`src/rtl/throughput_core_count_governor_defines.svh`:
```
// assertion macros shared by the governor rtl
// no dependencies; included by the files that carry assertions
`ifndef THROUGHPUT_CORE_COUNT_GOVERNOR_DEFINES_SVH
`define THROUGHPUT_CORE_COUNT_GOVERNOR_DEFINES_SVH

// same-cycle implication
`define TCCG_ASSERT_NOW(name, clk, rst, ante, cons) \
   name: assert property (@(posedge clk) disable iff (rst) (ante) |-> (cons)) \
      else $error("tccg assertion failed");

// next-cycle implication
`define TCCG_ASSERT_NEXT(name, clk, rst, ante, cons) \
   name: assert property (@(posedge clk) disable iff (rst) (ante) |=> (cons)) \
      else $error("tccg assertion failed");

`endif

```
`src/rtl/tccg_pkg.sv`:
```
// shared types, constants and helpers of the core count governor
// no dependencies
package tccg_pkg;

   localparam int MAX_CORES_DEF = 64;
   localparam int RATE_BITS_DEF = 32;
   localparam int TIME_BITS_DEF = 32;
   localparam int FRAC_BITS_DEF = 16;

   localparam int CORE_W      = 7;   // core count registers and result
   localparam int CUR_W       = 8;   // reported core count
   localparam int CNT_W       = 8;   // window counters
   localparam int COOL_W      = 32;  // cooldown register
   localparam int RATIO_MAX_W = 25;  // ratio field carrier, widest fraction plus one
   localparam int CSR_ADDR_W  = 5;
   localparam int CSR_DATA_W  = 32;

   typedef enum logic [2:0] {
      REG_ENABLE       = 3'd0,
      REG_MIN_CORES    = 3'd1,
      REG_STARTUP      = 3'd2,
      REG_DROP_FRAC    = 3'd3,
      REG_RETAIN       = 3'd4,
      REG_DROP_NEED    = 3'd5,
      REG_STABLE_NEED  = 3'd6,
      REG_COOLDOWN     = 3'd7
   } csr_idx_type;

   typedef struct packed {
      logic                   governor_enable;
      logic [CORE_W-1:0]      min_cores;
      logic [CORE_W-1:0]      startup_cores;
      logic [RATIO_MAX_W-1:0] drop_fraction;
      logic [RATIO_MAX_W-1:0] retain_ratio;
      logic [CNT_W-1:0]       drop_windows_needed;
      logic [CNT_W-1:0]       stable_windows_needed;
      logic [COOL_W-1:0]      cooldown_ticks;
   } cfg_type;

   // zero acts as one, values above the core limit act as the limit
   function automatic logic [CORE_W-1:0] core_reg(input logic [CORE_W-1:0] v,
                                                 input int unsigned max_c);
      logic [CORE_W-1:0] r;
      r = v;
      if (v == '0) begin
         r = CORE_W'(1);
      end else if (int'(v) > int'(max_c)) begin
         r = CORE_W'(max_c);
      end
      return r;
   endfunction

   function automatic logic [CNT_W-1:0] at_least_one(input logic [CNT_W-1:0] v);
      return (v == '0) ? CNT_W'(1) : v;
   endfunction

endpackage

```
`src/rtl/tccg_csr.sv`:
```
// apb-style configuration registers of the governor
// depends on tccg_pkg
module tccg_csr
   import tccg_pkg::*;
#(
   parameter int FRAC_BITS = FRAC_BITS_DEF
) (
   input  logic                  clock,
   input  logic                  reset,
   input  logic                  psel,
   input  logic                  penable,
   input  logic                  pwrite,
   input  logic [CSR_ADDR_W-1:0] paddr,
   input  logic [CSR_DATA_W-1:0] pwdata,
   output logic [CSR_DATA_W-1:0] prdata,
   output logic                  pready,
   output cfg_type               cfg
);
   localparam int RW = FRAC_BITS + 1;

   logic              enable_ff;
   logic [CORE_W-1:0] min_ff;
   logic [CORE_W-1:0] startup_ff;
   logic [RW-1:0]     drop_ff;
   logic [RW-1:0]     retain_ff;
   logic [CNT_W-1:0]  drop_need_ff;
   logic [CNT_W-1:0]  stable_need_ff;
   logic [COOL_W-1:0] cool_ff;
   csr_idx_type       idx;
   logic              wr;

   assign pready = 1'b1;
   assign idx    = csr_idx_type'(paddr[CSR_ADDR_W-1:2]);
   assign wr     = psel & penable & pwrite;

   always_ff @(posedge clock) begin
      if (reset) begin
         enable_ff      <= 1'b0;
         min_ff         <= CORE_W'(1);
         startup_ff     <= CORE_W'(64);
         drop_ff        <= '0;
         retain_ff      <= {1'b1, {FRAC_BITS{1'b0}}};
         drop_need_ff   <= CNT_W'(1);
         stable_need_ff <= CNT_W'(1);
         cool_ff        <= '0;
      end else if (wr) begin
         unique case (idx)
            REG_ENABLE:      enable_ff      <= pwdata[0];
            REG_MIN_CORES:   min_ff         <= pwdata[CORE_W-1:0];
            REG_STARTUP:     startup_ff     <= pwdata[CORE_W-1:0];
            REG_DROP_FRAC:   drop_ff        <= pwdata[RW-1:0];
            REG_RETAIN:      retain_ff      <= pwdata[RW-1:0];
            REG_DROP_NEED:   drop_need_ff   <= pwdata[CNT_W-1:0];
            REG_STABLE_NEED: stable_need_ff <= pwdata[CNT_W-1:0];
            REG_COOLDOWN:    cool_ff        <= pwdata[COOL_W-1:0];
         endcase
      end
   end

   always_comb begin
      unique case (idx)
         REG_ENABLE:      prdata = CSR_DATA_W'(enable_ff);
         REG_MIN_CORES:   prdata = CSR_DATA_W'(min_ff);
         REG_STARTUP:     prdata = CSR_DATA_W'(startup_ff);
         REG_DROP_FRAC:   prdata = CSR_DATA_W'(drop_ff);
         REG_RETAIN:      prdata = CSR_DATA_W'(retain_ff);
         REG_DROP_NEED:   prdata = CSR_DATA_W'(drop_need_ff);
         REG_STABLE_NEED: prdata = CSR_DATA_W'(stable_need_ff);
         REG_COOLDOWN:    prdata = CSR_DATA_W'(cool_ff);
      endcase
   end

   always_comb begin
      cfg.governor_enable       = enable_ff;
      cfg.min_cores             = min_ff;
      cfg.startup_cores         = startup_ff;
      cfg.drop_fraction         = RATIO_MAX_W'(drop_ff);
      cfg.retain_ratio          = RATIO_MAX_W'(retain_ff);
      cfg.drop_windows_needed   = drop_need_ff;
      cfg.stable_windows_needed = stable_need_ff;
      cfg.cooldown_ticks        = cool_ff;
   end

endmodule

```
`config.mk`:
```
export PLATFORM = sky130hd
export DESIGN_NAME = tccg_csr
export DESIGN_NICKNAME = d
export VERILOG_FILES = /design/src/rtl/throughput_core_count_governor_defines.svh /design/src/rtl/tccg_pkg.sv /design/src/rtl/tccg_csr.sv
export SDC_FILE = /design/constraint.sdc
export NUM_CORES = 1
export LEC_CHECK = 0
export BUFFER_PORTS_ARGS = -buffer_cell sky130_fd_sc_hd__buf_2
export CAP_MARGIN = 20
export CORE_MARGIN = 2
export CORE_UTILIZATION = 53
export DETAILED_ROUTE_END_ITERATION = 8
export GPL_ROUTABILITY_DRIVEN = 0
export PLACE_DENSITY = 0.86
export SLEW_MARGIN = 0
export SYNTH_ARGS = -nofsm -noshare
export SYNTH_HDL_FRONTEND = slang
export SYNTH_SLANG_ARGS = --single-unit
```
`constraint.sdc`:
```
create_clock -name clock -period 2.7 [get_ports clock]
set_input_delay 0.27 -clock clock [delete_from_list [all_inputs] [get_ports clock]]
set_output_delay 0.27 -clock clock [all_outputs]
set_load 0.02 [all_outputs]
```
==> impl_results.md, run 1 <==
- Number of diodes: 0
- Area of the core: 8810 µm²
- Setup TNS: 0 ps
- Hold buffers post-CTS: 0
- Commonest non-fill, non-tap cells in the layout: buf_2 (168), nand2b_1 (124), mux2i_1 (98)
- First-pass GRT wire length: between 15 and 20 mm
- Sequential-to-total area share from yosys stat: 40.0%
- Detailed placement HPWL: around 9 mm
- Routed Wire Length: ~12 mm
- Final hold violations: 0
- Total track usage: 24.2%
- Peak Freq: 466 MHz
- Setup violators final: 0
- CP startpoint: paddr[2]
- Yosys cell types: 35
- Initial antenna violation count: 0
- Worst Hold Launch: pwdata[30]
- Hold Crit Class: in -> reg
- CP Data Required Time: 2430 ps
- Post-route cell area: between 5000 and 6000 µm²
- Met2 usage: 41.0%
- Wire per inst: 16.5 µm
- Power Density: 458 nW/µm²
- Setup WS pre-CTS: 566 ps
- Port-buffer cells: 168
- Die area: just under 10000 µm²
- Vias in the first global route: 3821
- Final slew viol count: 0
- Met3 Usage GRT: 4.57%
- Status: finished, final reports clean
- Via-to-Cell Ratio: 5.34
- Clk root buf: clkbuf_8
- Final Core Density: 66.2%
- Residual DRC: 0
- Clock latency on the worst-skew pair: 350 ps
- Final WS setup: 556 ps
- Most Used Layer, Global Route: met2
- Placed Area: between 5000 and 6000 µm²
- Worst-path clk slew: approximately 100 ps
- ANT nets after route: 0
- Setup crit start kind: input port
- Largest net degree at the start of global routing: 81
- Critical path class: in -> out
- Max-cap violations: 0
- RR Startpoint: retain_ff[16]
- Post-Syn Area per Cell: 10.2 µm²
- LEAKAGE: 3.01 nW
- Layout area overhead: 20.0%
- Post-CTS Resized: 0
- Layout cell share with drive strength beyond 1: between 30% and 40%
- Yosys warning total: 0
- Post-synthesis register bit count: 97
- Nets@finish: 669
- Die extent in x: 99.7 µm
- VDD IR max: 0.343 mV
- GRT met1 Usage: around 30%
- Vias after detailed routing: 3948
- H-tree lvl count: 3
- Rows: 34
- Slew HR: about three fifths
- RSZ-0062 raised after global routing: no
- # IOs: between 150 and 200
- Fin crit period: 2140 ps
- TritonCTS Buffers: 9
- Transition time of the tightest slew-check pin: a little over 600 ps
- Sink Count: 97
- Crit Path Max Fanout: 22
- Pre-Repair DR Iteration Count: 4
- Cells after Synth: 478
- Die Height: between 90 and 100 µm
- Worst clock skew: 0 ps
- Final period utilization: 79.4%
- CTS tree: done
- Clock Tree Buf Depth: 2
- Setup bufs post-CTS: 0
- Commonest non-fill, non-tap cell in the layout: buf_2
- CP endpoint kind: output pin
- Grt total ovfl: 0
- Synthesized area: 4850 µm²
- Critical Path AT: ~1900 ps
- Starting Density: 55.1%
- 1st-iter DRT viols: 165
-- metrics by stage --
step	hold WS [ps]	instances	total power, mW
2_1_floorplan	425	493	1.68
3_3_place_gp	466	724	1.73
6_report	159	740	2.67
5_1_grt	156	740	2.76
4_1_cts	143	740	2.69
3_5_place_dp	476	724	1.74
-- synth_stat cells --
cell type / number / area share (%)
nand2b_1: 124 / 16
mux2i_1: 98 / 20
dfxtp_1: 97 / 40
buf_4: 25 / 3.9
a22o_1: 20 / 3.6
and2_1: 18 / 2.3
clkbuf_1: 16 / 1.2
mux2_2: 10 / 2.3
nand2_1: 10 / 0.77
nor2_1: 9 / 0.70
a22oi_1: 8 / 1.2
buf_2: 6 / 0.62
mux4_2: 4 / 1.9
nor2b_1: 4 / 0.52
o221ai_1: 4 / 0.72
and2b_1: 2 / 0.31
buf_6: 2 / 0.46
conb_1: 2 / 0.15
inv_1: 2 / 0.15
nand2_2: 2 / 0.26
a21oi_1: 1 / 0.10
a221o_1: 1 / 0.21
a221oi_1: 1 / 0.18
and3_1: 1 / 0.13
and3_4: 1 / 0.23
and4_1: 1 / 0.18
and4b_1: 1 / 0.21
buf_8: 1 / 0.31
clkbuf_2: 1 / 0.10
nand3_1: 1 / 0.10
nand3_2: 1 / 0.21
nand3_4: 1 / 0.36
nor2_2: 1 / 0.13
o211ai_1: 1 / 0.15
o21ai_0: 1 / 0.10
-- sequential cells by signal (all words and copies together), names as in the netlist --
name            count
cool_ff            32
drop_ff            17
retain_ff          17
drop_need_ff        8
stable_need_ff      8
min_ff              7
startup_ff          7
enable_ff           1
-- where the power goes --
group          internal, mW  switching, mW
clock                 0.456          0.510
combinational         0.101          0.155
sequential             1.44        0.00830
-- worst paths after layout --
| check | cells past startpoint | slack, ps | endpoint |
|---|---|---|---|
| worst max-delay path | 6 | 560 | prdata[13] |
| worst min-delay path | 3 | 160 | cool_ff[30] |
| worst max register to register | 2 | 2010 | retain_ff[16] |
| worst min register to register | 2 | 490 | cool_ff[31] |
-- critical path, cell delays in order --
cell and delay (ps):
buf_2 410, and2_1 480, nor2b_1 190, buf_4 180
a22o_1 170, buf_2 170
-- cell families after synthesis --
logic type | after synthesis | share of synthesized area [%]
and+or+nand+nor | 177 | 22.4
DFF | 97 | 40.0
other | 2 | 0.155
buffers and inverters | 53 | 6.75
AOI/OAI and AO/OA | 37 | 6.31
muxes | 112 | 24.4
-- area by class of cell --
cell class              instances  area (µm²)
fillers                       721        2980
multi-input cells             343        2640
flip-flops and latches         97        1940
repair buffers                174         898
clock buffers                  10         138
well taps                     108         135
clock inverters                 6        65.1
inverters                       2        7.51
-- layer usage --
metal / up-vias / wire length, µm / part of all wire [%]
li1: 1891 / - / -
met5: - / 0 / 0
met4: 0 / 260 / 2.1
met1: 1899 / 5040 / 41
met2: 137 / 6220 / 51
met3: 21 / 686 / 5.6
Power figures use the tool's default switching activity.
==> run 2: changes to the inputs <==
--- a/config.mk
+++ b/config.mk
@@ -8,10 +8,10 @@
 export BUFFER_PORTS_ARGS = -buffer_cell sky130_fd_sc_hd__buf_2
 export CAP_MARGIN = 20
 export CORE_MARGIN = 2
-export CORE_UTILIZATION = 53
+export CORE_UTILIZATION = 49
 export DETAILED_ROUTE_END_ITERATION = 8
 export GPL_ROUTABILITY_DRIVEN = 0
-export PLACE_DENSITY = 0.86
+export PLACE_DENSITY = 0.8
 export SLEW_MARGIN = 0
 export SYNTH_ARGS = -nofsm -noshare
 export SYNTH_HDL_FRONTEND = slang
==> constraint.sdc (replaced) <==
create_clock -name clock -period 2.1 [get_ports clock]
set_input_delay 0.21 -clock clock [delete_from_list [all_inputs] [get_ports clock]]
set_output_delay 0.21 -clock clock [all_outputs]
set_load 0.02 [all_outputs]
==> impl_results.md, run 2 (same netlist as run 1, synthesis figures left out) <==
- Post-CTS Resized: 0 (unchanged)
- Final WS setup: 161 ps (-395 ps)
- Clock latency on the worst-skew pair: 370 ps (+20 ps)
- Die extent in x: 104 µm (+3.8%)
- Placed Area: 5690 µm² (+1.2%)
- M1 WL: 5.44 mm (+8.1%)
- Final slew viol count: 0 (unchanged)
- Setup bufs post-CTS: 0 (unchanged)
- Top routing layer in use: met4
- Commonest non-fill, non-tap cell in the layout: buf_2
- Final Core Density: 60.7% (-5.5 points)
- Met2 WL: 5.85 mm (-6.0%)
- Sw Ratio: 27.6% (+2.4 points)
- Detailed placement HPWL: 8.75 mm (-0.20%)
- Grt total ovfl: 0 (unchanged)
- # fillers: 829 (+15%)
- Clock share of power: 34.7% (-1.5 points)
- CTS tree: done
- Setup TNS: 0 ps (unchanged)
- Vias after detailed routing: 3919 (-0.73%)
- Layout cell share with drive strength beyond 1: 33.8% (+0.52 points)
- LEAKAGE: 3.02 nW (+0.28%)
- Die Height: 104 µm (+3.8%)
- Area of the core: 9680 µm² (+10%)
- Port-buffer cells: 168 (unchanged)
- Finished Layout Cells: 770 (+4.1%)
- Commonest non-fill, non-tap cells in the layout: buf_2 (168), nand2b_1 (124), mux2i_1 (98)
- CP endpoint kind: output pin
- Comb power frac: 10.0% (+0.4 points)
- Sequential Power Share: 55.3% (+1.1 points)
- Placed insts: 754 (+4.1%)
- Sw power: 930 µW (+38%)
- Pre-Repair DR Iteration Count: 4 (unchanged)
- Worst-path clk slew: 110 ps (about the same)
- TritonCTS Buffers: 9 (unchanged)
- Max reg flops: 32 (unchanged)
- Die area: 10700 µm² (+7.8%)
- Fin crit period: 1940 ps
- Power Density: 573 nW/µm² (+25%)
- Crit Path Max Fanout: 14 (-36%)
- Peak Freq: 516 MHz
- Wire per inst: 16.0 µm (-2.7%)
- Setup violators final: 0 (unchanged)
- Critical Path AT: 1730 ps (-140 ps)
- First-pass GRT wire length: 19.4 mm (+1.9%)
- Final hold violations: 0 (unchanged)
- Met3 wire length: 851 µm (+24%)
- P_int: 2.44 mW (+22%)
- Hold Path Depth: 3 (unchanged)
- Total Power: 3.37 mW (+26%)
- ANT nets after route: 0 (unchanged)
- Vias in the first global route: 3824 (+0.079%)
- Clock Tree Buf Depth: 2 (unchanged)
- Sink Count: 97 (unchanged)
- Status: finished, final reports clean
- Routed Wire Length: 12.4 mm (+1.2%)
- Initial antenna violation count: 0 (unchanged)
- Final period utilization: just over 90%
- # IOs: 188 (unchanged)
- Critical path class: in -> out
- Rows: 36 (+5.9%)
- R2R cell count: 2 (unchanged)
- Max-cap violations: 0 (unchanged)
- VDD IR max: 0.307 mV (-10%)
- H-tree lvl count: 3 (unchanged)
- Hold Crit Class: in -> reg
- Starting Density: 50.1% (-5.0 points)
- Largest net degree at the start of global routing: 133 (+64%)
- Number of diodes: 0 (unchanged)
- Post-route cell area: 5880 µm² (+0.90%)
- RSZ-0062 raised after global routing: no
- Setup crit start kind: input port
- WHS: 89.0 ps (-69.5 ps)
- Top flop regs: cool_ff x32, drop_ff x17, retain_ff x17
- Via-to-Cell Ratio: 5.09 (-4.6%)
- Transition time of the tightest slew-check pin: 800 ps (+176 ps)
- Residual DRC: 0 (unchanged)
- Nets@finish: 674 (+0.75%)
- 1st-iter DRT viols: 157 (-4.8%)
- Layout area overhead: 21.1%
- Worst clock skew: 0 ps (unchanged)
- CP Data Required Time: 1890 ps (-540 ps)
- Hold buffers post-CTS: 0 (unchanged)
- Top reg by flops: cool_ff
- Total track usage: 22.3% (-1.9 points)
- Clk root buf: clkbuf_8
- Slew HR: 46.5% (-12 points)
- Setup WS pre-CTS: 192 ps (-374 ps)
run 2: cell count changes in the layout (fill, tap and decap cells not counted):
cell / change
clkbuf_8: -1
bufinv_16: -1
clkinv_2: -2
inv_8: +2
buf_4: +5
clkinvlp_4: +2
run 2: area by class of cell:
cell class | instances | area [µm²] | share of cell area (%)
flip-flops and latches | 97 | 1940 | 33.0
multi-input cells | 343 | 2640 | 44.9
clock inverters | 7 | 62.6 | 1.06
repair buffers | 179 | 936 | 15.9
well taps | 133 | 166 | 2.83
inverters | 2 | 7.51 | 0.128
clock buffers | 9 | 124 | 2.11
run 2: final timing paths:
kind | slack [ps] | end | from
worst max-delay path | 160 | prdata[13] | paddr[4]
worst min-delay path | 90 | cool_ff[25] | pwdata[25]
worst max register to register | 1410 | drop_ff[3] | drop_ff[3]
worst min register to register | 490 | cool_ff[17] | cool_ff[17]
run 2: power by group through the flow:
stage / clock, mW / sequential (mW) / combinational [mW]
global route: 1.27 / 1.86 / 0.363
floorplan: 0 / 1.92 / 0.240
CTS: 1.20 / 1.86 / 0.336
detailed placement: 0 / 1.91 / 0.335
finish: 1.17 / 1.86 / 0.338
global placement: 0 / 1.90 / 0.328
run 2: routing by layer:
metal / global-route usage [%] / vias to the layer above
li1: - / 1909
met1: 28.5 / 1850
met5: 0 / -
met4: 8.69 / 0
met3: 5.41 / 18
met2: 36.6 / 142
run 2: critical path, stage by stage:
cell,delay (ps)
buf_2,210
buf_4,240
nor2b_1,640
a22o_1,260
buf_2,160
==> run 3: changes to the inputs <==
==> constraint.sdc (replaced) <==
create_clock -name clock -period 1.9 [get_ports clock]
set_input_delay 0.19 -clock clock [delete_from_list [all_inputs] [get_ports clock]]
set_output_delay 0.19 -clock clock [all_outputs]
set_load 0.02 [all_outputs]
==> impl_results.md, run 3 (same netlist as run 1, synthesis figures left out) <==
- Status: finished, final reports clean
- Nets@finish: 675 (+0.15%)
- Max-cap violations: 0 (unchanged)
- Worst clock skew: 0 ps (unchanged)
- Rows: 36 (unchanged)
- VDD IR max: 0.390 mV (+27%)
- Max reg flops: 32 (unchanged)
- Setup violators final: 0 (unchanged)
- Commonest non-fill, non-tap cells in the layout: buf_2 (168), nand2b_1 (124), mux2i_1 (98)
- Critical path class: reg -> out
- Crit Path Max Fanout: 3 (-11)
- P_int: 2.99 mW (+23%)
- Final period utilization: 93.9%
- Crit path cell chain: mux4_2, mux2_2, buf_2
- Hold Crit Class: in -> reg
- Number of diodes: 0 (unchanged)
- First-pass GRT wire length: 19.7 mm (+1.4%)
- Placed insts: 755 (+0.13%)
- CP Data Required Time: 1710 ps (-180 ps)
- Sink of the worst hold path: cool_ff[25]
- Via-to-Cell Ratio: 5.15 (+1.1%)
- Clock share of power: 38.8% (+4.1 points)
- Top flop regs: cool_ff x32, drop_ff x17, retain_ff x17
- Slowest stage delay, CP: 470 ps (-170 ps)
- Vias in the first global route: 3901 (+2.0%)
- # IOs: 188 (unchanged)
- Fin crit period: 1780 ps
- Clk root buf: clkbuf_8
- Finished Layout Cells: 771 (+0.13%)
- RSZ-0062 raised after global routing: no
- Starting Density: 50.1% (unchanged)
- Transition time of the tightest slew-check pin: 640 ps (-160 ps)
- Worst R2R End: cool_ff[2]
- 1st-iter DRT viols: 249 (+59%)
- Initial antenna violation count: 0 (unchanged)
- Flop-to-flop setup slack: 1210 ps (-200 ps)
- Wire per inst: 16.0 µm (-0.18%)
- Vias after detailed routing: 3968 (+1.3%)
- Area of the core: 9680 µm² (unchanged)
- Slew HR: 57.3% (+11 points)
- Peak Freq: about 560 MHz
- Power Density: 669 nW/µm² (+17%)
- Pre-Repair DR Iteration Count: 4 (unchanged)
- R2R cell count: 2 (unchanged)
- Worst-path clk slew: 100 ps (about the same)
- Grt total ovfl: 0 (unchanged)
- RR Startpoint: cool_ff[2]
- CP startpoint: cool_ff[0]
- Final hold violations: 0 (unchanged)
- Largest net degree at the start of global routing: 77 (-42%)
- Sw Ratio: 24.9% (-2.7 points)
- Total Power: 3.98 mW (+18%)
- Layout cell share with drive strength beyond 1: 33.7% (-0.053 points)
- Commonest non-fill, non-tap cell in the layout: buf_2
- Die extent in x: 104 µm (unchanged)
- Die area: 10700 µm² (unchanged)
- Top reg by flops: cool_ff
- Sink Count: 97 (unchanged)
- CTS tree: done
- Comb power frac: 9.5% (-0.5 points)
- Slowest cell on crit path: mux4_2
- Total track usage: 22.8% (+0.42 points)
- Layout area overhead: 22.6%
- Setup bufs post-CTS: 0 (unchanged)
- ANT nets after route: 0 (unchanged)
- Residual DRC: 0 (unchanged)
- Sequential Power Share: 51.7% (-3.6 points)
- Die Height: 104 µm (unchanged)
- Hold Path Depth: 3 (unchanged)
- Clock Tree Buf Depth: 2 (unchanged)
- Hold buffers post-CTS: 0 (unchanged)
- Final slew viol count: 0 (unchanged)
- Detailed placement HPWL: 8.78 mm (+0.31%)
- Sw power: 990 µW (+6.5%)
- H-tree lvl count: 3 (unchanged)
- Routed Wire Length: 12.3 mm (about the same)
- LEAKAGE: 3.06 nW (+1.3%)
- Final Core Density: 61.5% (+0.75 points)
- Setup TNS: 0 ps (unchanged)
- Post-CTS Resized: 0 (unchanged)
- Clock latency on the worst-skew pair: 370 ps (about the same)
- TritonCTS Buffers: 9 (unchanged)
- Critical Path AT: 1590 ps (-140 ps)
- CP endpoint kind: output pin
- Port-buffer cells: 168 (unchanged)
- Setup crit start kind: flip-flop
- Worst Hold Launch: pwdata[25]
run 3: per-stage QoR:
stage	setup slack, ps	area, µm²	hold WS (ps)
finish	116	5950	71.8
floorplan	426	4910	345
CTS	99.5	5950	61.7
detailed placement	191	5730	461
global route	53.0	5950	72.0
global placement	222	5730	452
run 3: worst max-delay path by stage:
stage / slack [ps] / depth (start not counted) / to
floorplan: 430 / 5 / prdata[4]
global placement: 220 / 6 / prdata[6]
detailed placement: 190 / 4 / drop_ff[4]
CTS: 100 / 3 / prdata[0]
global route: 50 / 3 / prdata[0]
finish: 120 / 3 / prdata[0]
run 3: critical path, delay by kind of cell, from the launching register on:
family	cells	cell delay, ps
DFF	1	330
buffers and inverters	1	160
muxes	2	740
run 3: layout make-up:
type                    count  area (µm²)
clock inverters             5        85.1
inverters                   2        7.51
flip-flops and latches     97        1940
well taps                 133         166
repair buffers            180         968
fillers                   839        3730
multi-input cells         343        2640
clock buffers              11         141
run 3: layer usage:
metal / GRT usage, % / vias to the layer above / routed length, µm
li1: - / 1897 / -
met1: 28.8 / 1909 / 5280
met2: 38.9 / 146 / 6120
met3: 3.84 / 16 / 775
met4: 8.88 / 0 / 164
met5: 0 / - / 0
run 3: power by group through the flow:
stage	Clock [mW]	Combinational, mW	Sequential, mW
2_1_floorplan	0	0.266	2.12
3_3_place_gp	0	0.369	2.10
3_5_place_dp	0	0.377	2.11
4_1_cts	1.57	0.379	2.06
5_1_grt	1.64	0.409	2.06
6_report	1.54	0.378	2.06
